===== config.mk =====
export PLATFORM = sky130hd
export DESIGN_NAME = scrolling_text_led_matrix_renderer_core
export DESIGN_NICKNAME = d
export VERILOG_FILES = /design/src/rtl/stlmr_pkg.sv /design/src/rtl/stlmr_ram.sv /design/src/rtl/stlmr_front.sv /design/src/rtl/stlmr_back.sv /design/src/rtl/scrolling_text_led_matrix_renderer_core.sv
export VERILOG_INCLUDE_DIRS = /design/src /design/src/rtl
export SDC_FILE = /design/constraint.sdc
export NUM_CORES = 2
export LEC_CHECK = 0
export BUFFER_PORTS_ARGS = -buffer_cell sky130_fd_sc_hd__buf_2
export CAP_MARGIN = 30
export CORE_ASPECT_RATIO = 1.4
export CORE_MARGIN = 2
export CORE_UTILIZATION = 67
export DETAILED_ROUTE_END_ITERATION = 10
export HOLD_SLACK_MARGIN = 0.08
export MAX_ROUTING_LAYER = met4
export PLACE_DENSITY = 0.86
export SYNTH_ARGS = -nofsm -noshare
export SYNTH_HDL_FRONTEND = slang
export SYNTH_SLANG_ARGS = --single-unit

===== constraint.sdc =====
create_clock -name clock -period 8.7 [get_ports clock]
set_input_delay 1.305 -clock clock [delete_from_list [all_inputs] [get_ports clock]]
set_output_delay 1.305 -clock clock [all_outputs]
set_load 0.02 [all_outputs]

===== src/rtl/assert_macros.svh =====
`ifndef ASSERT_MACROS_SVH
`define ASSERT_MACROS_SVH

// Same-cycle implication, checked at every rising edge outside reset.
`define ASSERT_IMPLIES(label, clk, rst, ante, cons) \
   label: assert property (@(posedge clk) disable iff (rst) (ante) |-> (cons)) \
      else $error("same-cycle implication check failed");

// Next-cycle implication, checked at every rising edge outside reset.
`define ASSERT_NEXT(label, clk, rst, ante, cons) \
   label: assert property (@(posedge clk) disable iff (rst) (ante) |=> (cons)) \
      else $error("next-cycle implication check failed");

`endif


===== src/rtl/stlmr_pkg.sv =====
`default_nettype none

package stlmr_pkg;

   // Sizes of the message store and the display.
   localparam int MAX_MESSAGE     = 64;
   localparam int DISPLAY_COLUMNS = 16;
   localparam int ADDR_W = (MAX_MESSAGE > 1) ? $clog2(MAX_MESSAGE) : 1;
   localparam int LEN_W  = $clog2(MAX_MESSAGE + 1);
   localparam int COL_W  = (DISPLAY_COLUMNS > 1) ? $clog2(DISPLAY_COLUMNS) : 1;

   // Font geometry and character mapping.
   localparam int GLYPH_COLS  = 5;
   localparam int GLYPH_PITCH = 7;
   localparam int GLYPH_ROWS  = 7;
   localparam int GLYPH_COUNT = 37;
   localparam int BLANK_GLYPH = 36;
   localparam int DIGIT_BIAS  = 22;
   localparam int GLYPH_W     = $clog2(GLYPH_COUNT);

   // Strip layout of the serpentine matrix.
   localparam int FIRST_STRIP_LED = 3;
   localparam int ROW_GAP_LEDS    = 5;
   localparam int ROW_STEP        = DISPLAY_COLUMNS + ROW_GAP_LEDS;

   // The scroll offset is kept as quotient and remainder by the pitch.
   localparam int OFFSET_W = 32;
   localparam int QUOT_W   = 30;
   localparam int QCNT_W   = $clog2(QUOT_W);

   // Channel widths.
   localparam int REQ_DATA_W = 48;
   localparam int RSP_DATA_W = 56;

   // Request kinds carried in tuser.
   localparam logic [1:0] FUNC_WRITE   = 2'd0;
   localparam logic [1:0] FUNC_RENDER  = 2'd1;
   localparam logic [1:0] FUNC_RESTART = 2'd2;

   // Register indexes of the configuration port.
   localparam logic [1:0] CSR_PIXEL_COLOR    = 2'd0;
   localparam logic [1:0] CSR_SCROLL_ENABLE  = 2'd1;
   localparam logic [1:0] CSR_SCROLL_DELAY   = 2'd2;
   localparam logic [1:0] CSR_MESSAGE_LENGTH = 2'd3;

   // Reset values.
   localparam logic [23:0] PIXEL_COLOR_RESET  = 24'hFFFFFF;
   localparam logic [15:0] SCROLL_DELAY_RESET = 16'd100;
   localparam logic [31:0] LAST_STEP_RESET    = 32'd500;

   typedef struct packed {
      logic [1:0]  func;
      logic [5:0]  slot;
      logic [7:0]  code;
      logic [31:0] time_ms;
   } cmd_type;

   typedef struct packed {
      logic [23:0] pixel_color;
      logic        scroll_enable;
      logic [15:0] scroll_delay_ms;
      logic [6:0]  message_length;
   } cfg_type;

   typedef struct packed {
      logic [OFFSET_W-1:0] offset;
      logic [QUOT_W-1:0]   quot;
      logic [2:0]          rem7;
   } back_stat_type;

   // Glyph rows, row 0 at the top; bit 4 is the leftmost column.
   localparam logic [4:0] FONT_ROM [GLYPH_COUNT][GLYPH_ROWS] = '{
      '{5'h0E,5'h11,5'h11,5'h1F,5'h11,5'h11,5'h11},
      '{5'h1E,5'h11,5'h11,5'h1E,5'h11,5'h11,5'h1E},
      '{5'h0E,5'h11,5'h10,5'h10,5'h10,5'h11,5'h0E},
      '{5'h1E,5'h11,5'h11,5'h11,5'h11,5'h11,5'h1E},
      '{5'h1F,5'h10,5'h10,5'h1C,5'h10,5'h10,5'h1F},
      '{5'h1F,5'h10,5'h10,5'h1C,5'h10,5'h10,5'h10},
      '{5'h0E,5'h10,5'h10,5'h17,5'h11,5'h11,5'h0E},
      '{5'h11,5'h11,5'h11,5'h1F,5'h11,5'h11,5'h11},
      '{5'h1F,5'h04,5'h04,5'h04,5'h04,5'h04,5'h1F},
      '{5'h1F,5'h01,5'h01,5'h01,5'h11,5'h11,5'h0E},
      '{5'h11,5'h12,5'h14,5'h18,5'h14,5'h12,5'h11},
      '{5'h10,5'h10,5'h10,5'h10,5'h10,5'h10,5'h1F},
      '{5'h1B,5'h15,5'h15,5'h11,5'h11,5'h11,5'h11},
      '{5'h11,5'h11,5'h19,5'h15,5'h13,5'h11,5'h11},
      '{5'h0E,5'h11,5'h11,5'h11,5'h11,5'h11,5'h0E},
      '{5'h1E,5'h11,5'h11,5'h1E,5'h10,5'h10,5'h10},
      '{5'h0E,5'h11,5'h11,5'h11,5'h15,5'h13,5'h0F},
      '{5'h1E,5'h11,5'h11,5'h1E,5'h11,5'h11,5'h11},
      '{5'h0E,5'h10,5'h10,5'h0E,5'h01,5'h01,5'h0E},
      '{5'h1F,5'h04,5'h04,5'h04,5'h04,5'h04,5'h04},
      '{5'h11,5'h11,5'h11,5'h11,5'h11,5'h11,5'h0E},
      '{5'h11,5'h11,5'h11,5'h11,5'h0A,5'h0A,5'h04},
      '{5'h11,5'h11,5'h11,5'h11,5'h15,5'h15,5'h0A},
      '{5'h11,5'h0A,5'h0A,5'h04,5'h0A,5'h0A,5'h11},
      '{5'h11,5'h11,5'h11,5'h1F,5'h04,5'h04,5'h04},
      '{5'h1F,5'h01,5'h02,5'h04,5'h08,5'h10,5'h1F},
      '{5'h0E,5'h11,5'h11,5'h11,5'h11,5'h11,5'h0E},
      '{5'h04,5'h0C,5'h04,5'h04,5'h04,5'h04,5'h0E},
      '{5'h0E,5'h11,5'h01,5'h02,5'h04,5'h08,5'h1F},
      '{5'h0E,5'h11,5'h01,5'h06,5'h01,5'h11,5'h0E},
      '{5'h11,5'h11,5'h11,5'h1F,5'h01,5'h01,5'h01},
      '{5'h1F,5'h10,5'h10,5'h0E,5'h01,5'h11,5'h0E},
      '{5'h0E,5'h10,5'h10,5'h1E,5'h11,5'h11,5'h0E},
      '{5'h1F,5'h01,5'h01,5'h02,5'h04,5'h04,5'h04},
      '{5'h0E,5'h11,5'h11,5'h0E,5'h11,5'h11,5'h0E},
      '{5'h0E,5'h11,5'h11,5'h0F,5'h01,5'h01,5'h0E},
      '{5'h00,5'h00,5'h00,5'h00,5'h00,5'h00,5'h00}
   };

   // Letters fold to glyphs 0-25, digits to 26-35, the rest is blank.
   function automatic logic [GLYPH_W-1:0] glyph_of(input logic [7:0] code);
      logic [GLYPH_W-1:0] g;
      g = GLYPH_W'(BLANK_GLYPH);
      if (code >= 8'd48 && code <= 8'd57) begin
         g = GLYPH_W'(code - 8'(DIGIT_BIAS));
      end else if (code >= 8'd65 && code <= 8'd90) begin
         g = GLYPH_W'(code - 8'd65);
      end else if (code >= 8'd97 && code <= 8'd122) begin
         g = GLYPH_W'(code - 8'd97);
      end
      return g;
   endfunction

   // One glyph column as seven pixels, bit r for font row r.
   function automatic logic [GLYPH_ROWS-1:0] glyph_column(input logic [GLYPH_W-1:0] glyph,
                                                          input logic [2:0] col);
      logic [GLYPH_ROWS-1:0] bits;
      logic [2:0]            sel;
      sel = 3'(GLYPH_COLS - 1) - col;
      for (int r = 0; r < GLYPH_ROWS; r++) begin
         bits[r] = FONT_ROM[glyph][r][sel];
      end
      return bits;
   endfunction

endpackage

`default_nettype wire


===== src/rtl/stlmr_ram.sv =====
`default_nettype none

module stlmr_ram #(
   parameter int WIDTH = 8,
   parameter int DEPTH = 64
) (
   input  wire logic                                       clock,
   input  wire logic                                       wr_en,
   input  wire logic [((DEPTH > 1) ? $clog2(DEPTH) : 1)-1:0] wr_addr,
   input  wire logic [WIDTH-1:0]                           wr_data,
   input  wire logic                                       rd_en,
   input  wire logic [((DEPTH > 1) ? $clog2(DEPTH) : 1)-1:0] rd_addr,
   output logic      [WIDTH-1:0]                           rd_data
);

   logic [WIDTH-1:0] mem_ff [DEPTH];
   logic [WIDTH-1:0] rd_data_ff;

   // One write port and one registered read port.
   always_ff @(posedge clock) begin
      if (wr_en) begin
         mem_ff[wr_addr] <= wr_data;
      end
      if (rd_en) begin
         rd_data_ff <= mem_ff[rd_addr];
      end
   end

   assign rd_data = rd_data_ff;

endmodule

`default_nettype wire


===== src/rtl/stlmr_front.sv =====
`default_nettype none

module stlmr_front (
   input  wire logic                              clock,
   input  wire logic                              reset,
   input  wire logic                              req_tvalid,
   output logic                                   req_tready,
   // char_slot[5:0], char_code[13:6], time_ms[45:14], zero fill
   input  wire logic [stlmr_pkg::REQ_DATA_W-1:0]  req_tdata,
   // func[1:0]
   input  wire logic [1:0]                        req_tuser,
   output logic                                   cmd_valid,
   input  wire logic                              cmd_ready,
   output stlmr_pkg::cmd_type                     cmd
);

   import stlmr_pkg::*;

   cmd_type     entry_ff [2];
   logic        wr_ptr_ff;
   logic        wr_ptr_in;
   logic        rd_ptr_ff;
   logic        rd_ptr_in;
   logic [1:0]  count_ff;
   logic [1:0]  count_in;
   cmd_type     incoming;
   logic        keep;
   logic        push;
   logic        pop;

   // Unpack the request.
   always_comb begin
      incoming.func    = req_tuser;
      incoming.slot    = req_tdata[5:0];
      incoming.code    = req_tdata[13:6];
      incoming.time_ms = req_tdata[45:14];
   end

   // Only requests that change state or produce rows enter the queue.
   always_comb begin
      unique case (incoming.func)
         FUNC_WRITE:   keep = (int'(incoming.slot) < MAX_MESSAGE);
         FUNC_RENDER:  keep = 1'b1;
         FUNC_RESTART: keep = 1'b1;
         default:      keep = 1'b0;
      endcase
   end

   assign req_tready = (count_ff != 2'd2);
   assign push       = req_tvalid && req_tready && keep;
   assign cmd_valid  = (count_ff != 2'd0);
   assign pop        = cmd_valid && cmd_ready;
   assign cmd        = entry_ff[rd_ptr_ff];

   // Two-entry queue pointers and fill level.
   always_comb begin
      wr_ptr_in = push ? ~wr_ptr_ff : wr_ptr_ff;
      rd_ptr_in = pop ? ~rd_ptr_ff : rd_ptr_ff;
      count_in  = count_ff + {1'b0, push} - {1'b0, pop};
   end

   always_ff @(posedge clock) begin
      if (reset) begin
         wr_ptr_ff <= 1'b0;
         rd_ptr_ff <= 1'b0;
         count_ff  <= 2'd0;
      end else begin
         wr_ptr_ff <= wr_ptr_in;
         rd_ptr_ff <= rd_ptr_in;
         count_ff  <= count_in;
      end
   end

   always_ff @(posedge clock) begin
      if (push) begin
         entry_ff[wr_ptr_ff] <= incoming;
      end
   end

endmodule

`default_nettype wire


===== src/rtl/stlmr_back.sv =====
`default_nettype none

module stlmr_back (
   input  wire logic                              clock,
   input  wire logic                              reset,
   input  wire logic                              cmd_valid,
   output logic                                   cmd_ready,
   input  wire stlmr_pkg::cmd_type                cmd,
   input  wire stlmr_pkg::cfg_type                cfg,
   output logic                                   rsp_tvalid,
   input  wire logic                              rsp_tready,
   // row_number[2:0], first_led[10:3], lit_mask[26:11], lit_color[50:27], zero fill
   output logic      [stlmr_pkg::RSP_DATA_W-1:0]  rsp_tdata,
   output logic                                   rsp_tlast,
   output stlmr_pkg::back_stat_type               stat
);

   import stlmr_pkg::*;

   localparam logic [2:0] ST_IDLE  = 3'd0;
   localparam logic [2:0] ST_MOD   = 3'd1;
   localparam logic [2:0] ST_READ  = 3'd2;
   localparam logic [2:0] ST_PAINT = 3'd3;
   localparam logic [2:0] ST_EMIT  = 3'd4;

   logic [2:0]                 state_ff, state_in;
   logic [OFFSET_W-1:0]        offset_ff, offset_in;
   logic [QUOT_W-1:0]          quot_ff, quot_in;
   logic [2:0]                 rem7_ff, rem7_in;
   logic [31:0]                last_time_ff, last_time_in;
   logic [QCNT_W-1:0]          modcnt_ff, modcnt_in;
   logic [LEN_W-1:0]           modrem_ff, modrem_in;
   logic [ADDR_W-1:0]          ch_ff, ch_in;
   logic [2:0]                 col_ff, col_in;
   logic [COL_W-1:0]           colidx_ff, colidx_in;
   logic [DISPLAY_COLUMNS-1:0] mask_ff [GLYPH_ROWS];
   logic [DISPLAY_COLUMNS-1:0] mask_in [GLYPH_ROWS];
   logic [2:0]                 row_ff, row_in;
   logic [7:0]                 first_ff, first_in;
   logic                       out_valid_ff, out_valid_in;
   logic [RSP_DATA_W-1:0]      out_data_ff, out_data_in;
   logic                       out_last_ff, out_last_in;

   logic [LEN_W-1:0]           len;
   logic                       step_due;
   logic [LEN_W:0]             mod_trial;
   logic [LEN_W-1:0]           mod_next;
   logic [LEN_W-1:0]           ch_plus;
   logic [GLYPH_ROWS-1:0]      pixels;
   logic [COL_W-1:0]           bit_even;
   logic [COL_W-1:0]           bit_odd;
   logic                       out_free;
   logic                       ram_we;
   logic                       ram_re;
   logic [7:0]                 ram_rdata;

   // Message store.
   stlmr_ram #(
      .WIDTH (8),
      .DEPTH (MAX_MESSAGE)
   ) u_store (
      .clock   (clock),
      .wr_en   (ram_we),
      .wr_addr (ADDR_W'(cmd.slot)),
      .wr_data (cmd.code),
      .rd_en   (ram_re),
      .rd_addr (ch_ff),
      .rd_data (ram_rdata)
   );

   // Effective length, saturated to the store depth.
   always_comb begin
      if (int'(cfg.message_length) > MAX_MESSAGE) begin
         len = LEN_W'(MAX_MESSAGE);
      end else begin
         len = LEN_W'(cfg.message_length);
      end
   end

   // Scroll timing compares at 33 bits so the sum never wraps.
   assign step_due = ({1'b0, last_time_ff} + {17'd0, cfg.scroll_delay_ms}) <
                     {1'b0, cmd.time_ms};

   // One bit of the serial remainder of quotient by length.
   assign mod_trial = {modrem_ff, quot_ff[modcnt_ff]};
   assign mod_next  = (mod_trial >= {1'b0, len}) ? LEN_W'(mod_trial - {1'b0, len})
                                                 : LEN_W'(mod_trial);

   assign ch_plus  = LEN_W'(ch_ff) + LEN_W'(1);
   assign pixels   = glyph_column(glyph_of(ram_rdata), col_ff);
   assign bit_even = colidx_ff;
   assign bit_odd  = COL_W'(DISPLAY_COLUMNS - 1) - colidx_ff;
   assign out_free = !out_valid_ff || rsp_tready;

   assign cmd_ready = (state_ff == ST_IDLE);

   // Sequencer: executes one command; a render of a non-empty message walks the display columns, then emits rows.
   always_comb begin
      state_in     = state_ff;
      offset_in    = offset_ff;
      quot_in      = quot_ff;
      rem7_in      = rem7_ff;
      last_time_in = last_time_ff;
      modcnt_in    = modcnt_ff;
      modrem_in    = modrem_ff;
      ch_in        = ch_ff;
      col_in       = col_ff;
      colidx_in    = colidx_ff;
      mask_in      = mask_ff;
      row_in       = row_ff;
      first_in     = first_ff;
      out_valid_in = out_valid_ff && !rsp_tready;
      out_data_in  = out_data_ff;
      out_last_in  = out_last_ff;
      ram_we       = 1'b0;
      ram_re       = 1'b0;

      unique case (state_ff)
         ST_IDLE: begin
            if (cmd_valid) begin
               unique case (cmd.func)
                  FUNC_WRITE: begin
                     ram_we = 1'b1;
                  end
                  FUNC_RESTART: begin
                     offset_in = '0;
                     quot_in   = '0;
                     rem7_in   = '0;
                  end
                  FUNC_RENDER: begin
                     for (int r = 0; r < GLYPH_ROWS; r++) begin
                        mask_in[r] = '0;
                     end
                     row_in   = 3'(GLYPH_ROWS - 1);
                     first_in = 8'(FIRST_STRIP_LED);
                     if (len == '0) begin
                        state_in = ST_EMIT;
                     end else begin
                        if (cfg.scroll_enable && step_due) begin
                           last_time_in = cmd.time_ms;
                           // Offset wraps to zero, which is also a multiple of the pitch.
                           if (offset_ff == '1) begin
                              offset_in = '0;
                              quot_in   = '0;
                              rem7_in   = '0;
                           end else begin
                              offset_in = offset_ff + OFFSET_W'(1);
                              if (rem7_ff == 3'(GLYPH_PITCH - 1)) begin
                                 rem7_in = '0;
                                 quot_in = quot_ff + QUOT_W'(1);
                              end else begin
                                 rem7_in = rem7_ff + 3'd1;
                              end
                           end
                        end
                        modcnt_in = QCNT_W'(QUOT_W - 1);
                        modrem_in = '0;
                        state_in  = ST_MOD;
                     end
                  end
                  default: begin
                  end
               endcase
            end
         end
         ST_MOD: begin
            modrem_in = mod_next;
            if (modcnt_ff == '0) begin
               ch_in     = ADDR_W'(mod_next);
               col_in    = rem7_ff;
               colidx_in = '0;
               state_in  = ST_READ;
            end else begin
               modcnt_in = modcnt_ff - QCNT_W'(1);
            end
         end
         ST_READ: begin
            ram_re   = 1'b1;
            state_in = ST_PAINT;
         end
         ST_PAINT: begin
            // Light this column on every row; odd rows run backwards.
            if (col_ff < 3'(GLYPH_COLS)) begin
               for (int r = 0; r < GLYPH_ROWS; r++) begin
                  if (pixels[r]) begin
                     if (r % 2 == 1) begin
                        mask_in[r][bit_odd] = 1'b1;
                     end else begin
                        mask_in[r][bit_even] = 1'b1;
                     end
                  end
               end
            end
            if (col_ff == 3'(GLYPH_PITCH - 1)) begin
               col_in = '0;
               ch_in  = (ch_plus == len) ? '0 : ADDR_W'(ch_plus);
            end else begin
               col_in = col_ff + 3'd1;
            end
            if (colidx_ff == COL_W'(DISPLAY_COLUMNS - 1)) begin
               state_in = ST_EMIT;
            end else begin
               colidx_in = colidx_ff + COL_W'(1);
               state_in  = ST_READ;
            end
         end
         ST_EMIT: begin
            if (out_free) begin
               out_valid_in = 1'b1;
               out_data_in  = {5'd0, cfg.pixel_color, 16'(mask_ff[row_ff]), first_ff, row_ff};
               out_last_in  = (row_ff == 3'd0);
               if (row_ff == 3'd0) begin
                  state_in = ST_IDLE;
               end else begin
                  row_in   = row_ff - 3'd1;
                  first_in = first_ff + 8'(ROW_STEP);
               end
            end
         end
         default: begin
            state_in = ST_IDLE;
         end
      endcase
   end

   always_ff @(posedge clock) begin
      if (reset) begin
         state_ff     <= ST_IDLE;
         offset_ff    <= '0;
         quot_ff      <= '0;
         rem7_ff      <= '0;
         last_time_ff <= LAST_STEP_RESET;
         out_valid_ff <= 1'b0;
      end else begin
         state_ff     <= state_in;
         offset_ff    <= offset_in;
         quot_ff      <= quot_in;
         rem7_ff      <= rem7_in;
         last_time_ff <= last_time_in;
         out_valid_ff <= out_valid_in;
      end
   end

   always_ff @(posedge clock) begin
      modcnt_ff   <= modcnt_in;
      modrem_ff   <= modrem_in;
      ch_ff       <= ch_in;
      col_ff      <= col_in;
      colidx_ff   <= colidx_in;
      mask_ff     <= mask_in;
      row_ff      <= row_in;
      first_ff    <= first_in;
      out_data_ff <= out_data_in;
      out_last_ff <= out_last_in;
   end

   assign rsp_tvalid = out_valid_ff;
   assign rsp_tdata  = out_data_ff;
   assign rsp_tlast  = out_last_ff;

   always_comb begin
      stat.offset = offset_ff;
      stat.quot   = quot_ff;
      stat.rem7   = rem7_ff;
   end

endmodule

`default_nettype wire


===== src/rtl/scrolling_text_led_matrix_renderer_core.sv =====
// Channel   Direction  Handshake              Payload
// req       in         req_tvalid/req_tready  tdata: slot, code, time; tuser: func
// rsp       out        rsp_tvalid/rsp_tready  tdata: row, first LED, mask, color; tlast
// csr       in         csr_valid/csr_ready    csr_index, csr_data
//
// A write or restart request is done in the back end without leaving the idle state. A render
// of a non-empty message forms the serial remainder of the scroll position by the message
// length, reads the store and paints once per display column, and then emits the 7 rows.
// Reset is synchronous and active high; the message store is not cleared.
// A two-entry queue separates request intake from rendering; rows stall on rsp_tready.
`default_nettype none

`include "assert_macros.svh"

module scrolling_text_led_matrix_renderer_core (
   input  wire logic                              clock,
   input  wire logic                              reset,
   input  wire logic                              req_tvalid,
   output logic                                   req_tready,
   // char_slot[5:0], char_code[13:6], time_ms[45:14], zero fill
   input  wire logic [stlmr_pkg::REQ_DATA_W-1:0]  req_tdata,
   // func[1:0]
   input  wire logic [1:0]                        req_tuser,
   output logic                                   rsp_tvalid,
   input  wire logic                              rsp_tready,
   // row_number[2:0], first_led[10:3], lit_mask[26:11], lit_color[50:27], zero fill
   output logic      [stlmr_pkg::RSP_DATA_W-1:0]  rsp_tdata,
   output logic                                   rsp_tlast,
   input  wire logic                              csr_valid,
   output logic                                   csr_ready,
   input  wire logic [1:0]                        csr_index,
   input  wire logic [23:0]                       csr_data
);

   import stlmr_pkg::*;

   cfg_type       cfg_ff;
   cfg_type       cfg_in;
   cmd_type       cmd;
   logic          cmd_valid;
   logic          cmd_ready;
   back_stat_type back_stat;

   // Configuration registers; writes are always taken.
   assign csr_ready = 1'b1;

   always_comb begin
      cfg_in = cfg_ff;
      if (csr_valid) begin
         unique case (csr_index)
            CSR_PIXEL_COLOR:    cfg_in.pixel_color     = csr_data;
            CSR_SCROLL_ENABLE:  cfg_in.scroll_enable   = csr_data[0];
            CSR_SCROLL_DELAY:   cfg_in.scroll_delay_ms = csr_data[15:0];
            CSR_MESSAGE_LENGTH: cfg_in.message_length  = csr_data[6:0];
            default:            cfg_in = cfg_ff;
         endcase
      end
   end

   always_ff @(posedge clock) begin
      if (reset) begin
         cfg_ff.pixel_color     <= PIXEL_COLOR_RESET;
         cfg_ff.scroll_enable   <= 1'b1;
         cfg_ff.scroll_delay_ms <= SCROLL_DELAY_RESET;
         cfg_ff.message_length  <= '0;
      end else begin
         cfg_ff <= cfg_in;
      end
   end

   // Request intake and queue.
   stlmr_front u_front (
      .clock      (clock),
      .reset      (reset),
      .req_tvalid (req_tvalid),
      .req_tready (req_tready),
      .req_tdata  (req_tdata),
      .req_tuser  (req_tuser),
      .cmd_valid  (cmd_valid),
      .cmd_ready  (cmd_ready),
      .cmd        (cmd)
   );

   // Command execution and row rendering.
   stlmr_back u_back (
      .clock      (clock),
      .reset      (reset),
      .cmd_valid  (cmd_valid),
      .cmd_ready  (cmd_ready),
      .cmd        (cmd),
      .cfg        (cfg_ff),
      .rsp_tvalid (rsp_tvalid),
      .rsp_tready (rsp_tready),
      .rsp_tdata  (rsp_tdata),
      .rsp_tlast  (rsp_tlast),
      .stat       (back_stat)
   );

   // The last row of a frame is always font row zero.
   `ASSERT_IMPLIES(a_last_is_row0, clock, reset, rsp_tvalid, rsp_tlast == (rsp_tdata[2:0] == 3'd0))

   // Rows of one frame follow each other without a gap, counting down.
   `ASSERT_NEXT(a_row_order, clock, reset, rsp_tvalid && rsp_tready && !rsp_tlast, rsp_tvalid && (rsp_tdata[2:0] == $past(rsp_tdata[2:0]) - 3'd1))

   // The split scroll position always matches the plain offset.
   `ASSERT_IMPLIES(a_offset_split, clock, reset, 1'b1, back_stat.offset == 32'(back_stat.quot) * 32'd7 + 32'(back_stat.rem7))

   // The remainder by the pitch stays below the pitch.
   `ASSERT_IMPLIES(a_rem_range, clock, reset, 1'b1, back_stat.rem7 < 3'd7)

endmodule

`default_nettype wire


==> run summary <==
Final antenna-violating net count - 0
First-pass GRT wire length - 163.9 mm
Fin nets - 3376
Worst r2r src - cfg_ff[12]$_SDFFE_PP1P_
Crit-path max FO - 21
Mux cell area share after synthesis - 12.17%
Pin count of the biggest net entering global routing - 130
Largest family of logic cells by synthesized area - multiplexers
Top-area cell type share of the netlist area - 56.96%
Largest area contributor in the netlist - edfxtp_1
Worst slew pin tran - 1.079 ns
DR pass1 iterations - 6
Hold buffer count at CTS - 0
Vias per cell - 6.733
Mean Syn Cell Area - 13.83 um2
Fmax - 0.1617 GHz
Final setup TNS - 0 ns
Hold Slack - 0.4254 ns
Arr. time, crit path - 6.74 ns
Ys async rst share - 0%
Final hold viol count - 0
Core footprint - 63280 um2
Synth cell types - 94
CTS tree - built
CTS H-tree lvls - 3
Final core utilization - 74.94%
Clk sinks - 970
Post-cts resize count - 0
Post-DP HPWL - 66.09 mm
Vias in the first global route - 27.58k
Maximum vdd drop - 0.3149 mV
Final cell count without fillers - 4101
Run status - finished clean
Global route overflow - 0
Hold path startpoint - cfg_ff[27]$_SDFFE_PP1P_
Count leader, synth - edfxtp_1
Filler instances - 3592
GRT Total Usage - 33.63%
DRT iter0 DRCs - 3130
Post-synthesis xor/xnor area fraction - 1.120%
Clock root buffer - clkbuf_16
Num CTS Buffers - 84
Pwr Total - 10.99 mW
Fin crit share - 71.06%
Worst setup path endpoint - u_back.rem7_ff[1]$_SDFFE_PP0P_
Longest Clk Path Bufs - 3
Die height - 303.8 um
Initial core utilization - 67.98%
Number of max-cap violations - 0
Worst reg2reg path depth - 21
Synthesis-stage register bit count - 970
CP startpoint - cfg_ff[12]$_SDFFE_PP1P_
Placed cell count - 3944
Synthesis-to-layout area growth - 10.24%
Cell count after synthesis - 3111
Seq/Total Area, Yosys - 64.13%
Final WL - 107.0 mm
Met3 Usage GRT - 4.448%
Synth Area in Compound Gates - 7.467%
HP Class - flip-flop to flip-flop
RSZ-0062 raised after global routing - false
Met2 Usage GRT - 58.75%
Mapped Area - 43020 um2
Critical Path End Type - flip-flop
Die width - 218.2 um
Reg2reg setup slack - 2.52 ns
Post-synth top flop - edfxtp_1
Number of flops mapped to enable cells by yosys - 816
Slew Viols, Final - 0
Final min period - 6.183 ns
Worst Skew - 0.04264 ns
DR vias - 27.61k
Worst-path clk slew - 0.07 ns
Layer with the highest usage - met2
Setup bufs post-CTS - 0
Initial antenna violation count - 1
Final setup fails - 0
Relative slew slack - 28.06%
Gpl congestion - 0.9251
Ys Warns - 0
PwrDens - 231.7 nW/um2
Fraction of layout cells with a size suffix above 1 - 16.52%
Row count - 109
Synth Area in Simple Gates - 10.19%
CP required - 9.26 ns
Top-level port count - 141
Die Footprint - 66280 um2
Leakage power - 16.16 nW
Post-Synth Adder-Cell Area - 2.740%
Post-synth top cells - edfxtp_1 (816), nor2_1 (489), mux4_2 (188), nand2_1 (182), dfxtp_1 (154)
CP Launch Type - flip-flop
Post-route DRC - 0
Crit path kind - flip-flop to flip-flop
Worst flop-to-flop path endpoint - u_back.rem7_ff[1]$_SDFFE_PP0P_
Worst skew pair latency - 0.66 ns
M1 GR Usage - 39.40%
Synth top area cells - edfxtp_1 (57%), mux4_2 (9.8%), dfxtp_1 (7.2%)
# port buffers - 132
Avg WL per Cell - 26.09 um
==> cells in the final DEF, fill, tap and decap left out, types with 38 or more instances in the layout <==
master	count
buf_4	39
nor2_1	488
dfxtp_1	153
nand3_1	67
mux2i_1	82
clkbuf_16	85
a21oi_1	115
mux4_2	188
nand2_1	182
buf_2	132
a211oi_1	40
xnor2_1	38
inv_1	45
o21ai_0	134
edfxtp_1	816
ha_1	91
nor3_1	42
==> cells by family (layout without fill, tap and decap cells) <==
group | after synthesis | after routing
and+or+nand+nor | 976 | 976
DFF | 970 | 970
AOI/OAI and AO/OA | 503 | 503
muxes | 286 | 286
buffers and inverters | 226 | 379
adders and majority gates | 93 | 93
xor gates and xnor gates | 55 | 55
other | 2 | 7
==> state kept, by name, summed over array words and instances (netlist names), 30 cells and up, named ones only <==
| register | flops |
|---|---|
| u_front.entry_ff | 96 |
| cfg_ff | 48 |
| u_back.last_time_ff | 32 |
| u_back.rsp_tdata | 51 |
| u_back.offset_ff | 32 |
| u_back.mask_ff | 112 |
| u_back.quot_ff | 30 |
| u_back.u_store.mem_ff | 512 |
==> metrics by stage <==
| stage | setup WS (ns) | cell area [um2] |
|---|---|---|
| after detailed placement | 2.713 | 44440 |
| final | 2.517 | 47420 |
| after global routing | 2.090 | 47420 |
| after floorplan | 3.601 | 43030 |
| after CTS | 2.633 | 47360 |
| after global placement | 2.562 | 44330 |
==> worst min path at each step <==
| stage | endpoint | slack [ns] | depth (start not counted) |
|---|---|---|---|
| floorplan | u_back.rsp_tdata[27]$_DFFE_PP_ | 0.40 | 0 |
| global placement | u_back.rsp_tdata[30]$_DFFE_PP_ | 0.40 | 0 |
| detailed placement | u_back.rsp_tdata[30]$_DFFE_PP_ | 0.41 | 0 |
| CTS | u_back.rsp_tdata[35]$_DFFE_PP_ | 0.42 | 0 |
| global route | u_back.rsp_tdata[30]$_DFFE_PP_ | 0.43 | 0 |
| finish | u_back.rsp_tdata[30]$_DFFE_PP_ | 0.43 | 0 |
==> power breakdown <==
group	total [mW]	internal, mW	switching [mW]
Clock	3.99	2.27	1.72
Combinational	1.37	0.430	0.943
Sequential	5.63	5.49	0.139
==> worst max-delay path, cell delays in order (launching register included) <==
cell and delay [ns]:
dfxtp_1 0.33, ha_1 0.37, o21a_1 0.14, o21ai_0 0.09, o21bai_1 0.19, o21ai_0 0.37
a31oi_1 0.25, a211o_1 0.33, nor2b_1 0.44, nand2_1 0.14, xnor2_1 0.17, ha_1 0.31
nand4_1 0.13, or2_2 0.33, nor3_1 0.28, a211oi_1 0.14, a32oi_1 0.70, o31a_1 0.64
buf_8 0.25, buf_4 0.25, o21ai_0 0.13, o21ai_1 0.09
==> routing by layer <==
metal / vias to the layer above / wire [um]
met5: - / 0
met4: 0 / 4607
met3: 299 / 7222
met2: 1520 / 57630
met1: 13790 / 37540
li1: 12000 / -
==> final cells by class <==
type / count / area (um2) / share of cell area, %
flip-flops and latches: 970 / 27590 / 58.18
diodes: 1 / 2.502 / 0.005277
multi-input cells: 1919 / 14570 / 30.72
clock buffers: 102 / 2201 / 4.641
inverters: 47 / 176.4 / 0.3720
clock inverters: 50 / 720.7 / 1.520
well taps: 832 / 1041 / 2.195
repair buffers: 180 / 1126 / 2.375
No activity file was read; power rests on OpenSTA's default activity.
